**config.mk**
```make
export PLATFORM = sky130hd
export DESIGN_NAME = fronthaul_header_sequencer
export DESIGN_NICKNAME = d
export VERILOG_FILES = /design/src/rtl/fhs_pkg.sv /design/src/rtl/fhs_counters.sv /design/src/rtl/fronthaul_header_sequencer.sv
export SDC_FILE = /design/constraint.sdc
export NUM_CORES = 1
export LEC_CHECK = 0
export CAP_MARGIN = 20
export CORE_UTILIZATION = 40
export DETAILED_ROUTE_END_ITERATION = 10
export DONT_BUFFER_PORTS = 1
export GPL_ROUTABILITY_DRIVEN = 1
export PLACE_DENSITY_LB_ADDON = 0.25
export REMOVE_ABC_BUFFERS = 1
export SYNTH_ARGS = -nofsm -noshare
export SYNTH_HDL_FRONTEND = slang
export SYNTH_SLANG_ARGS = --single-unit
```
**constraint.sdc**
```tcl
create_clock -name clk -period 5.1 [get_ports clk]
set_input_delay 0.765 -clock clk [delete_from_list [all_inputs] [get_ports clk]]
set_output_delay 0.765 -clock clk [all_outputs]
set_load 0.05 [all_outputs]
```
**src/rtl/fhs_pkg.sv**
```systemverilog
// ----------------------------------------------------------------------------
// fhs_pkg
// Shared types and constants of the fronthaul header sequencer.
// ----------------------------------------------------------------------------
package fhs_pkg;

    localparam int unsigned ADDR_W = 3;
    localparam int unsigned DATA_W = 32;

    localparam logic [4:0] SYMBOLS_PER_SLOT    = 5'd14;
    localparam logic [4:0] SUBFRAMES_PER_FRAME = 5'd10;
    localparam logic [4:0] MAX_SLOTS           = 5'd16;
    localparam logic [7:0] SEQ_LAST            = 8'd254;
    localparam logic [14:0] PAYLOAD_MAX        = 15'd16383;

    typedef enum logic
    {
        REG_PACKETS_PER_SYMBOL = 1'b0,
        REG_SLOTS_PER_SUBFRAME = 1'b1
    } reg_index_t;

    typedef struct packed
    {
        logic [9:0]  frame_id;
        logic [3:0]  subframe_id;
        logic [3:0]  slot_id;
        logic [3:0]  symbol_id;
        logic [11:0] start_prb;
        logic [8:0]  num_prb;
        logic [13:0] payload_bytes;
        logic [7:0]  seq_id;
    } header_t;

endpackage

```
**src/rtl/fhs_counters.sv**
```systemverilog
// ----------------------------------------------------------------------------
// fhs_counters
// Position counter cascade, sequence counter and PRB offset. Gives the
// header of the packet being advanced and steps the state on advance.
// ----------------------------------------------------------------------------
module fhs_counters
(
    input  logic                 clk,
    input  logic                 rst_n,
    input  logic                 advance,
    input  logic [8:0]           rbs,
    input  logic [7:0]           packets_per_symbol,
    input  logic [4:0]           slots_per_subframe,
    output fhs_pkg::header_t     header
);

    logic        started_reg;
    logic [7:0]  pis_reg;
    logic [3:0]  symbol_reg;
    logic [3:0]  slot_reg;
    logic [3:0]  subframe_reg;
    logic [9:0]  frame_reg;
    logic [11:0] prb_reg;
    logic [7:0]  seq_reg;

    logic [7:0]  pis_next;
    logic [3:0]  symbol_next;
    logic [3:0]  slot_next;
    logic [3:0]  subframe_next;
    logic [9:0]  frame_next;
    logic [11:0] prb_next;
    logic [7:0]  seq_next;

    logic [7:0]  pps_eff;
    logic [4:0]  sps_eff;
    logic [8:0]  pis_inc;
    logic [4:0]  symbol_inc;
    logic [4:0]  slot_inc;
    logic [4:0]  subframe_inc;
    logic        wrap_pis;
    logic        wrap_symbol;
    logic        wrap_slot;
    logic        wrap_subframe;
    logic [14:0] payload_full;

    always_comb
    begin
        pps_eff = (packets_per_symbol == 8'd0) ? 8'd1 : packets_per_symbol;
        if (slots_per_subframe == 5'd0)
        begin
            sps_eff = 5'd1;
        end
        else if (slots_per_subframe > fhs_pkg::MAX_SLOTS)
        begin
            sps_eff = fhs_pkg::MAX_SLOTS;
        end
        else
        begin
            sps_eff = slots_per_subframe;
        end

        pis_inc       = started_reg ? ({1'b0, pis_reg} + 9'd1) : 9'd0;
        symbol_inc    = {1'b0, symbol_reg} + 5'd1;
        slot_inc      = {1'b0, slot_reg} + 5'd1;
        subframe_inc  = {1'b0, subframe_reg} + 5'd1;

        wrap_pis      = pis_inc >= {1'b0, pps_eff};
        wrap_symbol   = wrap_pis && (symbol_inc >= fhs_pkg::SYMBOLS_PER_SLOT);
        wrap_slot     = wrap_symbol && (slot_inc >= sps_eff);
        wrap_subframe = wrap_slot && (subframe_inc >= fhs_pkg::SUBFRAMES_PER_FRAME);

        pis_next      = wrap_pis ? 8'd0 : pis_inc[7:0];
        symbol_next   = !wrap_pis ? symbol_reg : (wrap_symbol ? 4'd0 : symbol_inc[3:0]);
        slot_next     = !wrap_symbol ? slot_reg : (wrap_slot ? 4'd0 : slot_inc[3:0]);
        subframe_next = !wrap_slot ? subframe_reg
                                   : (wrap_subframe ? 4'd0 : subframe_inc[3:0]);
        frame_next    = wrap_subframe ? (frame_reg + 10'd1) : frame_reg;

        seq_next      = (seq_reg >= fhs_pkg::SEQ_LAST) ? 8'd0 : (seq_reg + 8'd1);
        prb_next      = (symbol_next == 4'd0) ? 12'd0 : (prb_reg + {3'd0, rbs});

        payload_full  = {1'b0, rbs, 5'd0} + {2'b0, rbs, 4'd0};

        header.frame_id      = frame_next;
        header.subframe_id   = subframe_next;
        header.slot_id       = slot_next;
        header.symbol_id     = symbol_next;
        header.start_prb     = prb_reg;
        header.num_prb       = rbs;
        header.payload_bytes = (payload_full > fhs_pkg::PAYLOAD_MAX)
                               ? fhs_pkg::PAYLOAD_MAX[13:0] : payload_full[13:0];
        header.seq_id        = seq_next;
    end

    always_ff @(posedge clk or negedge rst_n)
    begin
        if (!rst_n)
        begin
            started_reg  <= 1'b0;
            pis_reg      <= 8'd0;
            symbol_reg   <= 4'd0;
            slot_reg     <= 4'd0;
            subframe_reg <= 4'd0;
            frame_reg    <= 10'd0;
            prb_reg      <= 12'd0;
            seq_reg      <= fhs_pkg::SEQ_LAST;
        end
        else if (advance)
        begin
            started_reg  <= 1'b1;
            pis_reg      <= pis_next;
            symbol_reg   <= symbol_next;
            slot_reg     <= slot_next;
            subframe_reg <= subframe_next;
            frame_reg    <= frame_next;
            prb_reg      <= prb_next;
            seq_reg      <= seq_next;
        end
    end

endmodule

```
**src/rtl/fronthaul_header_sequencer.sv**
```systemverilog
// ----------------------------------------------------------------------------
// fronthaul_header_sequencer
// Generates eCPRI / O-RAN U-plane header fields, one header per request.
//
//   channel  | handshake           | payload
//   ---------+---------------------+-----------------------------------------
//   request  | in_valid/in_stall   | num_rbs
//   header   | out_valid/out_stall | frame_id .. seq_id
//   config   | APB write/read      | packets_per_symbol, slots_per_subframe
//
// One request per cycle is taken while in_stall is low; it passes the request
// register and then the output register before its header can be taken.
// Requests are registered, the header is formed from the counter state in
// one pass and held in the output register until taken.
// Reset clears the position and PRB counters and sets the sequence counter to
// its last value, so the first sequence id is zero. A stalled header holds the
// request register, which then stalls the input.
module fronthaul_header_sequencer
(
    input  logic                        clk,
    input  logic                        rst_n,
    input  logic                        psel,
    input  logic                        penable,
    input  logic                        pwrite,
    input  logic [fhs_pkg::ADDR_W-1:0]  paddr,
    input  logic [fhs_pkg::DATA_W-1:0]  pwdata,
    output logic [fhs_pkg::DATA_W-1:0]  prdata,
    output logic                        pready,
    input  logic                        in_valid,
    output logic                        in_stall,
    input  logic [8:0]                  num_rbs,
    output logic                        out_valid,
    input  logic                        out_stall,
    output logic [9:0]                  frame_id,
    output logic [3:0]                  subframe_id,
    output logic [3:0]                  slot_id,
    output logic [3:0]                  symbol_id,
    output logic [11:0]                 start_prb,
    output logic [8:0]                  num_prb,
    output logic [13:0]                 payload_bytes,
    output logic [7:0]                  seq_id
);

    logic [7:0]           pps_reg;
    logic [4:0]           sps_reg;
    logic                 s1_valid_reg;
    logic [8:0]           s1_rbs_reg;
    logic                 out_valid_reg;
    fhs_pkg::header_t     out_reg;
    fhs_pkg::header_t     header;
    fhs_pkg::reg_index_t  reg_sel;
    logic                 cfg_write;
    logic                 out_free;
    logic                 s1_fire;
    logic                 in_accept;

    assign reg_sel   = fhs_pkg::reg_index_t'(paddr[2]);
    assign cfg_write = psel && penable && pwrite;
    assign pready    = 1'b1;

    always_comb
    begin
        case (reg_sel)
            fhs_pkg::REG_PACKETS_PER_SYMBOL: prdata = {24'd0, pps_reg};
            fhs_pkg::REG_SLOTS_PER_SUBFRAME: prdata = {27'd0, sps_reg};
            default:                         prdata = '0;
        endcase
    end

    always_ff @(posedge clk or negedge rst_n)
    begin
        if (!rst_n)
        begin
            pps_reg <= 8'd1;
            sps_reg <= 5'd1;
        end
        else if (cfg_write)
        begin
            case (reg_sel)
                fhs_pkg::REG_PACKETS_PER_SYMBOL: pps_reg <= pwdata[7:0];
                fhs_pkg::REG_SLOTS_PER_SUBFRAME: sps_reg <= pwdata[4:0];
                default:                         ;
            endcase
        end
    end

    assign out_free  = !out_valid_reg || !out_stall;
    assign s1_fire   = s1_valid_reg && out_free;
    assign in_stall  = s1_valid_reg && !out_free;
    assign in_accept = in_valid && !in_stall;

    fhs_counters u_counters
    (
        .clk                (clk),
        .rst_n              (rst_n),
        .advance            (s1_fire),
        .rbs                (s1_rbs_reg),
        .packets_per_symbol (pps_reg),
        .slots_per_subframe (sps_reg),
        .header             (header)
    );

    always_ff @(posedge clk or negedge rst_n)
    begin
        if (!rst_n)
        begin
            s1_valid_reg  <= 1'b0;
            out_valid_reg <= 1'b0;
        end
        else
        begin
            if (in_accept)
            begin
                s1_valid_reg <= 1'b1;
            end
            else if (s1_fire)
            begin
                s1_valid_reg <= 1'b0;
            end
            if (s1_fire)
            begin
                out_valid_reg <= 1'b1;
            end
            else if (!out_stall)
            begin
                out_valid_reg <= 1'b0;
            end
        end
    end

    always_ff @(posedge clk)
    begin
        if (in_accept)
        begin
            s1_rbs_reg <= num_rbs;
        end
        if (s1_fire)
        begin
            out_reg <= header;
        end
    end

    assign out_valid     = out_valid_reg;
    assign frame_id      = out_reg.frame_id;
    assign subframe_id   = out_reg.subframe_id;
    assign slot_id       = out_reg.slot_id;
    assign symbol_id     = out_reg.symbol_id;
    assign start_prb     = out_reg.start_prb;
    assign num_prb       = out_reg.num_prb;
    assign payload_bytes = out_reg.payload_bytes;
    assign seq_id        = out_reg.seq_id;

    a_stall_only_when_full : assert property (@(posedge clk) disable iff (!rst_n)
        in_stall |-> (s1_valid_reg && out_valid_reg))
        else $error("Input stalled while the pipeline has room.");

    a_seq_in_range : assert property (@(posedge clk) disable iff (!rst_n)
        out_valid_reg |-> (out_reg.seq_id != 8'd255))
        else $error("Sequence id out of range.");

    a_symbol_in_range : assert property (@(posedge clk) disable iff (!rst_n)
        out_valid_reg |-> (out_reg.symbol_id < 4'd14 && out_reg.subframe_id < 4'd10))
        else $error("Symbol or subframe id out of range.");

    a_fire_loads_output : assert property (@(posedge clk) disable iff (!rst_n)
        s1_fire |=> out_valid_reg)
        else $error("Header beat lost between stages.");

endmodule
```
==> out/qor.txt, run 1 <==
final setup margin = 1.40 ns
Detailed Route WL = 14200 µm
global-route wire length before repair = 23200 µm
CP Cell Sequence = and3_1 > and3_1 > xnor2_1 > nor2_1 > ha_1 > o21a_1 > o21ai_1 > o21ai_2 > or2_1 > a311oi_2 > a22oi_1
period utilization = 72.6%
grt ovf = 0
Clock Latency Late Sink = 0.42 ns
CTS tree = done
Clk Tree Root Cell = clkbuf_16
FF-to-FF End = u_counters.prb_reg[11]$_DFFE_PN0P_
gpl congestion = 0.814
max layer used = met4
DRT iter0 DRCs = 238
Worst Hold Class = primary input to asynchronous set/reset pin
core area = 0.0181 mm²
worst rel slew slack = 31.5%
post-cts resize count = 0
Die Width = 138 µm
CP max stage delay = 0.91 ns
antenna cells = 0
CP dominant cell by count = and3_1
die height = 138 µm
Metal-1 WL = 6240 µm
CP delay by family, top = compound AO/OA/AOI/OAI gates
met3 WL = 711 µm
CP arrival = 3.95 ns
Synth top area share = 28.6%
utilization of the core after routing = 44.8%
Post-CTS Hold Fix Bufs = 0
Post-Syn Area = 0.00744 mm²
synthesis-to-layout area growth = 8.76%
Worst-path clk slew = 0.06 ns
most common cell in the netlist = edfxtp_1
WL/cell = 15.8 µm
pre-CTS setup slack = 1.39 ns
Yosys warning count = 0
routed wl met2 = 7050 µm
Crit Path Class = flop to flop
CP endpoint kind = flop
layout cells sized above 1 = 14.3%
Setup Buffers After CTS = 0
Worst path slowest cell = a311oi_2
DR pass1 iterations = 8
Post-Syn Instances = 658
Worst R2R Start = u_counters.pis_reg[2]$_DFFE_PN0P_
Synth top cells by count = edfxtp_1 (71), nand2_1 (59), dfrtp_1 (57)
critical path buffer and inverter count = 0
failing checks = design-rule violations
status = complete, but fails checks
Area contributors post-synth = edfxtp_1 (29%), dfrtp_1 (19%), ha_1 (6.9%), mux2_2 (3.6%), dfstp_2 (3.2%)
Period minus WS final = 3.70 ns
maximum clock insertion buffer count = 2
reg2reg setup slack = 1.40 ns
total number of vias = 4839
crit path max fanout = 13
# Max-Cap Violations = 0
Seq/Total Area, Yosys = 51.0%
Async SR Flop Fraction = 48.2%
row cnt = 49
post-synth top area cell = edfxtp_1
final hold viol count = 0
Highest Clock Rate = 270 MHz
Nets = 750
unrepaired setup endpoints after global routing = no
final setup TNS = 0 ns
H-tree levels = 4
Required @ worst endpoint = 5.35 ns
clock skew = 0.0109 ns
Seq. cell area = 0.00379 mm²
Setup-failing EPs final = 0
dpl hpwl = 9580 µm
P per Cell Area = 497 mW/mm²
max-slew violations = 0
worst r2r path cells = 11
Synth cell types = 76
fill count = 1617
Static Leak = 3.43 nW
die area = 0.0192 mm²
I/O pin cnt = 151
Worst Tran Pin Value = 1.03 ns
Overall Global Routing Usage = 15.3%
pin count of the biggest net entering global routing = 67
Port Buffers = 0
Yosys reg bits = 137
Multi-input gate area = 0.00330 mm²
Starting Density = 41.2%
TritonCTS Buffers = 17
initial antenna violation count = 0
Post-synth EDFFs = 71
peak supply drop = 0.294 mV
average size of a mapped cell = 11.3 µm²
Post-synth top flop = edfxtp_1
DRC = 27
post-route antenna net violation count = 0
Sink Count = 137
vias in the first global route = 4696
worst hold slack = 0.0417 ns
CP Launch Type = flop
routed vias/inst = 5.39
[through the flow]
stage          cells  power, mW  instance area, µm²
3_5_place_dp     866       2.88                7540
4_1_cts          898       4.05                8100
3_3_place_gp     866       2.83                7540
6_report         898       4.02                8100
5_1_grt          898       4.25                8100
2_1_floorplan    631       2.64                7190
[worst reg2reg max path, cell delays in order, from the launching register on]
cell      delay (ns)
dfrtp_1         0.43
and3_1          0.23
and3_1          0.22
xnor2_1         0.13
nor2_1          0.15
ha_1            0.25
o21a_1          0.17
o21ai_1         0.23
o21ai_2         0.17
or2_1           0.44
a311oi_2        0.91
a22oi_1         0.21
[area by class of cell]
cell class,count,share of cell area [%]
clock buffer,18,5.30
clock inverter,14,1.53
multi-input combinational,468,40.8
sequential,137,46.9
inverter,26,1.22
tap,229,3.54
timing repair buffer,6,0.711
[routing by layer]
layer	vias up	GRT usage (%)
met5	-	0
met3	16	5.02
met4	0	5.20
met1	2375	18.1
met2	131	26.2
li1	2317	-
[cells in the final DEF (no fill, tap or decap), types with 17 or more instances in the layout]
master      n
a21oi_1    25
clkbuf_16  17
conb_1     25
dfrtp_1    57
edfxtp_1   71
ha_1       41
inv_1      24
mux2_2     24
nand2_1    58
nand3_1    22
nor2_1     42
o21ai_0    28
xor2_1     27
[how the worst max path moves through the flow]
stage	from	to	slack [ns]	depth (start not counted)
after floorplan	out_stall	u_counters.prb_reg[9]$_DFFE_PN0P_	0.76	7
after global placement	u_counters.pis_reg[2]$_DFFE_PN0P_	u_counters.prb_reg[8]$_DFFE_PN0P_	1.46	11
after detailed placement	u_counters.pis_reg[2]$_DFFE_PN0P_	u_counters.prb_reg[8]$_DFFE_PN0P_	1.39	11
after CTS	u_counters.pis_reg[2]$_DFFE_PN0P_	u_counters.prb_reg[11]$_DFFE_PN0P_	1.38	11
after global routing	u_counters.pis_reg[0]$_DFFE_PN0P_	u_counters.prb_reg[8]$_DFFE_PN0P_	1.16	11
final	u_counters.pis_reg[2]$_DFFE_PN0P_	u_counters.prb_reg[11]$_DFFE_PN0P_	1.40	11
[logic make-up (layout without fill, tap and decap cells)]
| family | after synthesis | count (layout) | synth area share, % |
|---|---|---|---|
| compound gates | 124 | 124 | 11.6 |
| xor+xnor | 42 | 42 | 4.94 |
| fa+ha+maj | 43 | 43 | 7.43 |
| buf+inv | 76 | 64 | 5.82 |
| flops | 137 | 137 | 51.0 |
| mux | 34 | 34 | 5.08 |
| other cells | 2 | 25 | 0.101 |
| simple gates | 200 | 200 | 14.1 |
[where the power goes]
group          internal, mW  leakage, nW  switching, mW  total (mW)
logic                 0.396         1.64          0.615        1.01
registers              1.42         1.52          0.430        1.85
clock network         0.672        0.265          0.482        1.15
total                  2.49         3.43           1.53        4.02
No activity file was read; power rests on OpenSTA's default activity.
==> inputs of run 2 (changes only) <==
==> constraint.sdc (replaced) <==
create_clock -name clk -period 3 [get_ports clk]
set_input_delay 0.45 -clock clk [delete_from_list [all_inputs] [get_ports clk]]
set_output_delay 0.45 -clock clk [all_outputs]
set_load 0.05 [all_outputs]
==> run 2 against run 1 <==
The flow still finishes with violations (design-rule violations). Die area stayed put. Worst hold slack better by 0.083 ns. Largest cell class unchanged. Global-route usage grew 0.081 points.
==> out/qor.txt, run 2 (synthesized netlist as in run 1, its figures left out) <==
worst rel slew slack = 34.5% (was 31.5%)
Detailed Route WL = 14500 µm (was 14200 µm)
clock skew = 0.0108 ns (was 0.0109 ns)
CTS tree = done (unchanged)
Setup-failing EPs final = 0 (unchanged)
post-route antenna net violation count = 0 (unchanged)
Worst Tran Pin Value = 0.976 ns (was 1.03 ns)
Worst Hold Class = primary input to flop (was primary input to asynchronous set/reset pin)
fill count = 1590 (was 1617)
Period minus WS final = 2.93 ns (was 3.70 ns)
TritonCTS Buffers = 17 (unchanged)
P per Cell Area = 857 mW/mm² (was 497 mW/mm²)
status = complete, but fails checks (unchanged)
design area = 0.00858 mm² (was 0.00810 mm²)
Overall Global Routing Usage = 15.4% (was 15.3%)
period utilization = 97.8% (was 72.6%)
global-route wire length before repair = 23500 µm (was 23200 µm)
final setup TNS = 0 ns (unchanged)
CP endpoint kind = flop (unchanged)
Sink Count = 137 (unchanged)
maximum clock insertion buffer count = 2 (unchanged)
Worst-path clk slew = 0.07 ns (was 0.06 ns)
CP Launch Type = flop (unchanged)
final hold viol count = 0 (unchanged)
pin count of the biggest net entering global routing = 67 (unchanged)
failing checks = design-rule violations (unchanged)
grt ovf = 0 (unchanged)
die height = 138 µm (unchanged)
layout cells sized above 1 = 19.9% (was 14.3%)
# Max-Cap Violations = 0 (unchanged)
Clk Tree Root Cell = clkbuf_16 (unchanged)
crit path max fanout = 4 (was 13)
synthesis-to-layout area growth = 15.3% (was 8.76%)
dpl hpwl = 9780 µm (was 9580 µm)
Highest Clock Rate = 341 MHz (was 270 MHz)
DR pass1 iterations = 8 (unchanged)
CP arrival = 3.10 ns (was 3.95 ns)
most frequent cells in the layout = edfxtp_1 (71), nand2_1 (58), dfrtp_1 (57), nor2_1 (41), ha_1 (40) (was edfxtp_1 (71), nand2_1 (58), dfrtp_1 (57), nor2_1 (42), ha_1 (41))
max-slew violations = 0 (unchanged)
routed vias/inst = 5.32 (was 5.39)
row cnt = 49 (unchanged)
WL/cell = 15.6 µm (was 15.8 µm)
DRC = 29 (was 27)
Required @ worst endpoint = 3.16 ns (was 5.35 ns)
non-filler cells, final = 928 (was 898)
unrepaired setup endpoints after global routing = yes (was no)
Crit Path Class = flop to flop (unchanged)
initial antenna violation count = 0 (unchanged)
Static Leak = 3.68 nW (was 3.43 nW)
Starting Density = 41.2% (unchanged)
Port Buffers = 0 (unchanged)
peak supply drop = 0.400 mV (was 0.294 mV)
I/O pin cnt = 151 (unchanged)
Seq. cell area = 0.00379 mm² (unchanged)
core area = 0.0181 mm² (unchanged)
H-tree levels = 4 (unchanged)
antenna cells = 0 (unchanged)
Nets = 780 (was 750)
utilization of the core after routing = 47.4% (was 44.8%)
Multi-input gate area = 0.00343 mm² (was 0.00330 mm²)
worst hold slack = 0.124 ns (was 0.0417 ns)
vias in the first global route = 4885 (was 4696)
Placed Cells = 887 (was 866)
DP Area = 0.00770 mm² (was 0.00754 mm²)
Clock Latency Late Sink = 0.42 ns (about the same)
gpl congestion = 0.805 (was 0.814)
die area = 0.0192 mm² (unchanged)
Die Width = 138 µm (unchanged)
DRT iter0 DRCs = 249 (was 238)
total number of vias = 4936 (was 4839)
commonest non-fill, non-tap cell in the layout = edfxtp_1 (unchanged)
## run 2: area by class of cell
class                           count  share of cell area (%)
Timing Repair Buffer               35                    3.76
Clock inverter                     14                    2.58
Sequential cell                   137                    44.2
Clock buffer                       18                    5.00
Inverter                           26                    1.15
Multi-Input combinational cell    469                    39.9
Tap cell                          229                    3.34
## run 2: where the power goes
group          total, mW  leakage [nW]  switching [mW]  internal [mW]
Combinational       1.93          1.84            1.14          0.791
Sequential          3.12          1.52           0.697           2.42
Clock               2.31         0.314           0.822           1.48
## run 2: final timing paths
check / depth (start not counted) / to / startpoint / slack [ns]
max reg2reg: 12 / subframe_id[2]$_DFFE_PP_ / u_counters.pis_reg[4]$_DFFE_PN0P_ / 0.07
max in group asynchronous: 2 / u_counters.seq_reg[1]$_DFFE_PN1P_ / rst_n / 2.07
min: 0 / s1_rbs_reg[8]$_DFFE_PP_ / num_rbs[8] / 0.12
min in group asynchronous: 2 / sps_reg[1]$_DFFE_PN0P_ / rst_n / 0.60
max: 12 / subframe_id[2]$_DFFE_PP_ / u_counters.pis_reg[4]$_DFFE_PN0P_ / 0.07
min reg2reg: 0 / start_prb[2]$_DFFE_PP_ / u_counters.prb_reg[2]$_DFFE_PN0P_ / 0.48
## run 2: worst max-delay path: stages (launching register included)
cell      delay [ns]
dfrtp_1         0.36
and3_4          0.20
and3_4          0.20
nand3_2         0.10
xor2_2          0.21
nor2_1          0.06
ha_1            0.33
o21ai_4         0.09
a211oi_4        0.28
o22ai_2         0.18
buf_4           0.18
o31a_1          0.29
a31o_1          0.19
## run 2: layer usage
| metal | part of all wire, % | track usage (%) | vias to the layer above | wire length [µm] |
|---|---|---|---|---|
| met5 | 0 | 0 | - | 0 |
| met4 | 1.1 | 4.91 | 0 | 154 |
| met3 | 4.9 | 4.05 | 12 | 708 |
| met2 | 50 | 26.4 | 123 | 7240 |
| met1 | 44 | 18.9 | 2408 | 6380 |
| li1 | - | - | 2393 | - |
## run 2: stage by stage
step,worst slack (ns),power (mW)
detailed placement,-0.0330,4.98
floorplan,-1.22,4.48
global route,-0.0687,7.78
CTS,-0.0202,7.35
global placement,0.00573,4.91
finish,0.0651,7.35
## run 2: what timing repair did
action	4_1_cts	5_1_grt
endpoints found under the setup margin	8	47
pin swaps	1	12
hold buffers	2	0
resized for setup	4	22
cloned	0	2
endpoints found under the hold margin	66	0
buffers inserted	1	4
==> inputs of run 3 (changes only) <==
--- a/config.mk
+++ b/config.mk
@@ -6,11 +6,13 @@
 export NUM_CORES = 1
 export LEC_CHECK = 0
 export CAP_MARGIN = 20
+export CELL_PAD_IN_SITES_DETAIL_PLACEMENT = 1
+export CELL_PAD_IN_SITES_GLOBAL_PLACEMENT = 1
 export CORE_UTILIZATION = 40
 export DETAILED_ROUTE_END_ITERATION = 10
 export DONT_BUFFER_PORTS = 1
 export GPL_ROUTABILITY_DRIVEN = 1
-export PLACE_DENSITY_LB_ADDON = 0.25
+export PLACE_DENSITY_LB_ADDON = 0.1
 export REMOVE_ABC_BUFFERS = 1
 export SYNTH_ARGS = -nofsm -noshare
 export SYNTH_HDL_FRONTEND = slang
==> run 3 against run 2 <==
The run ends with design-rule violations, negative setup slack left. Core utilization rose by 0.89 points. Power increased by 1.9%. Clock power fell by 5%. Highest routed layer unchanged.
==> out/qor.txt, run 3 (synthesized netlist as in run 1, its figures left out) <==
status = complete, but fails checks (unchanged)
failing checks = design-rule violations, negative setup slack (was design-rule violations)
Seq. cell area = 0.00379 mm² (unchanged)
P per Cell Area = 857 mW/mm² (about the same)
CP Cell Sequence = ha_2 > nand3_1 > xor2_1 > nor2_1 > ha_1 > o21a_1 > o21ai_4 > a211oi_4 > o22ai_4 > buf_4 > o31a_1 > a31o_1 (was and3_4 > and3_4 > nand3_2 > xor2_2 > nor2_1 > ha_1 > o21ai_4 > a211oi_4 > o22ai_2 > buf_4 > o31a_1 > a31o_1)
vias in the first global route = 5409 (was 4885)
Worst R2R Start = u_counters.pis_reg[0]$_DFFE_PN0P_ (was u_counters.pis_reg[4]$_DFFE_PN0P_)
Nets = 794 (was 780)
pin count of the biggest net entering global routing = 67 (unchanged)
die area = 0.0192 mm² (unchanged)
H-tree levels = 4 (unchanged)
Detailed Route WL = 17100 µm (was 14500 µm)
gpl congestion = 0.777 (was 0.805)
# Max-Cap Violations = 0 (unchanged)
row cnt = 49 (unchanged)
crit path max fanout = 5 (was 4)
initial antenna violation count = 0 (unchanged)
Die Width = 138 µm (unchanged)
Sink Count = 137 (unchanged)
DRT iter0 DRCs = 252 (was 249)
Metal-1 WL = 7400 µm (was 6380 µm)
Worst Tran Pin Value = 0.968 ns (was 0.976 ns)
commonest non-fill, non-tap cell in the layout = edfxtp_1 (unchanged)
worst rel slew slack = 35.0% (was 34.5%)
period utilization = 101% (was 97.8%)
synthesis-to-layout area growth = 17.4% (was 15.3%)
grt ovf = 0 (unchanged)
routed wl met2 = 8680 µm (was 7240 µm)
Worst path slowest cell = dfrtp_1 (unchanged)
utilization of the core after routing = 48.3% (was 47.4%)
worst r2r path cells = 12 (unchanged)
routed vias/inst = 5.39 (was 5.32)
Worst Hold Class = primary input to flop (unchanged)
post-route antenna net violation count = 0 (unchanged)
WHS Endpoint = s1_rbs_reg[7]$_DFFE_PP_ (was s1_rbs_reg[8]$_DFFE_PP_)
Crit Path Class = flop to flop (unchanged)
CP Launch Type = flop (unchanged)
total number of vias = 5073 (was 4936)
DRC = 28 (was 29)
critical path buffer and inverter count = 1 (unchanged)
Setup-failing EPs final = 1 (was 0)
max layer used = met4 (unchanged)
Required @ worst endpoint = 3.17 ns (was 3.16 ns)
core area = 0.0181 mm² (unchanged)
Period minus WS final = 3.02 ns (was 2.93 ns)
WL/cell = 18.1 µm (was 15.6 µm)
final setup margin = -0.0233 ns (was 0.0651 ns)
I/O pin cnt = 151 (unchanged)
CP max stage delay = 0.38 ns (was 0.36 ns)
maximum clock insertion buffer count = 2 (unchanged)
Clock Latency Late Sink = 0.42 ns (about the same)
clock skew = 0.00882 ns (was 0.0108 ns)
layout cells sized above 1 = 23.4% (was 19.9%)
CTS tree = done (unchanged)
CP delay by family, top = compound AO/OA/AOI/OAI gates (unchanged)
dpl hpwl = 11600 µm (was 9780 µm)
antenna cells = 0 (unchanged)
unrepaired setup endpoints after global routing = yes (unchanged)
HP Start = num_rbs[7] (was num_rbs[8])
Clk Tree Root Cell = clkbuf_16 (unchanged)
FF-to-FF End = subframe_id[2]$_DFFE_PP_ (unchanged)
max-slew violations = 0 (unchanged)
Highest Clock Rate = 331 MHz (was 341 MHz)
Overall Global Routing Usage = 18.5% (was 15.4%)
Multi-input gate area = 0.00349 mm² (was 0.00343 mm²)
most frequent cells in the layout = edfxtp_1 (71), nand2_1 (58), dfrtp_1 (57), nor2_1 (41), ha_1 (40) (unchanged)
reg2reg setup slack = -0.02 ns (was 0.07 ns)
Worst Hold Depth = 0 (unchanged)
TritonCTS Buffers = 17 (unchanged)
Worst-path clk slew = 0.06 ns (was 0.07 ns)
Static Leak = 3.77 nW (was 3.68 nW)
CP arrival = 3.19 ns (was 3.10 ns)
Starting Density = 41.2% (unchanged)
DR pass1 iterations = 8 (unchanged)
CP endpoint kind = flop (unchanged)
peak supply drop = 0.457 mV (was 0.400 mV)
global-route wire length before repair = 27900 µm (was 23500 µm)
final hold viol count = 0 (unchanged)
Tot Pwr = 7.49 mW (was 7.35 mW)
fill count = 1903 (was 1590)
die height = 138 µm (unchanged)
met3 WL = 824 µm (was 708 µm)
Port Buffers = 0 (unchanged)
==> run 3: worst max-delay path by stage <==
stage	slack, ns	startpoint	endpoint	depth (start not counted)
after detailed placement	-0.17	u_counters.pis_reg[2]$_DFFE_PN0P_	frame_id[9]$_DFFE_PP_	12
after global routing	-0.13	u_counters.pis_reg[3]$_DFFE_PN0P_	u_counters.prb_reg[11]$_DFFE_PN0P_	13
after CTS	-0.04	u_counters.pis_reg[2]$_DFFE_PN0P_	subframe_id[2]$_DFFE_PP_	12
after floorplan	-1.22	out_valid$_DFFE_PN0P_	u_counters.prb_reg[9]$_DFFE_PN0P_	7
final	-0.02	u_counters.pis_reg[0]$_DFFE_PN0P_	subframe_id[2]$_DFFE_PP_	12
after global placement	-0.03	u_counters.pis_reg[3]$_DFFE_PN0P_	u_counters.subframe_reg[0]$_DFFE_PN0P_	12
==> run 3: what timing repair did <==
item                       in CTS  in global routing
hold endpoints to repair       66                  0
pin swaps                       2                 25
hold buffers                    2                  0
resized for setup              17                 32
cloned                          2                  1
buffers inserted                1                 12
setup endpoints to repair      44                 51
==> run 3: layout make-up <==
| class | count | share of cell area (%) |
|---|---|---|
| Clock buffer | 19 | 5.18 |
| Tap cell | 229 | 3.28 |
| Timing Repair Buffer | 49 | 5.10 |
| Sequential cell | 137 | 43.4 |
| Inverter | 26 | 1.13 |
| Multi-Input combinational cell | 469 | 40.0 |
| Clock inverter | 13 | 1.93 |
==> run 3: stage by stage <==
step / hold WS, ns / std cells / instance area, µm² / TNS, ns / setup slack [ns]
after global routing: 0.0970 / 942 / 8740 / -3.32 / -0.131
after global placement: 0.157 / 893 / 7760 / -0.194 / -0.0315
final: 0.120 / 942 / 8740 / -0.0233 / -0.0233
after CTS: 0.0993 / 930 / 8520 / -0.256 / -0.0450
after detailed placement: 0.157 / 893 / 7760 / -3.90 / -0.167
after floorplan: 0.154 / 631 / 7190 / -68.22 / -1.22
==> run 3: power breakdown <==
group	switching [mW]	total (mW)	internal (mW)
sequential	0.707	3.13	2.42
clock	0.841	2.20	1.36
combinational	1.28	2.17	0.889
total	2.83	7.49	4.67
==> run 3: per-layer routing <==
metal	GRT usage, %	up-vias
li1	-	2412
met1	22.5	2513
met2	32.3	134
met3	4.36	14
met4	6.15	0
met5	0	-
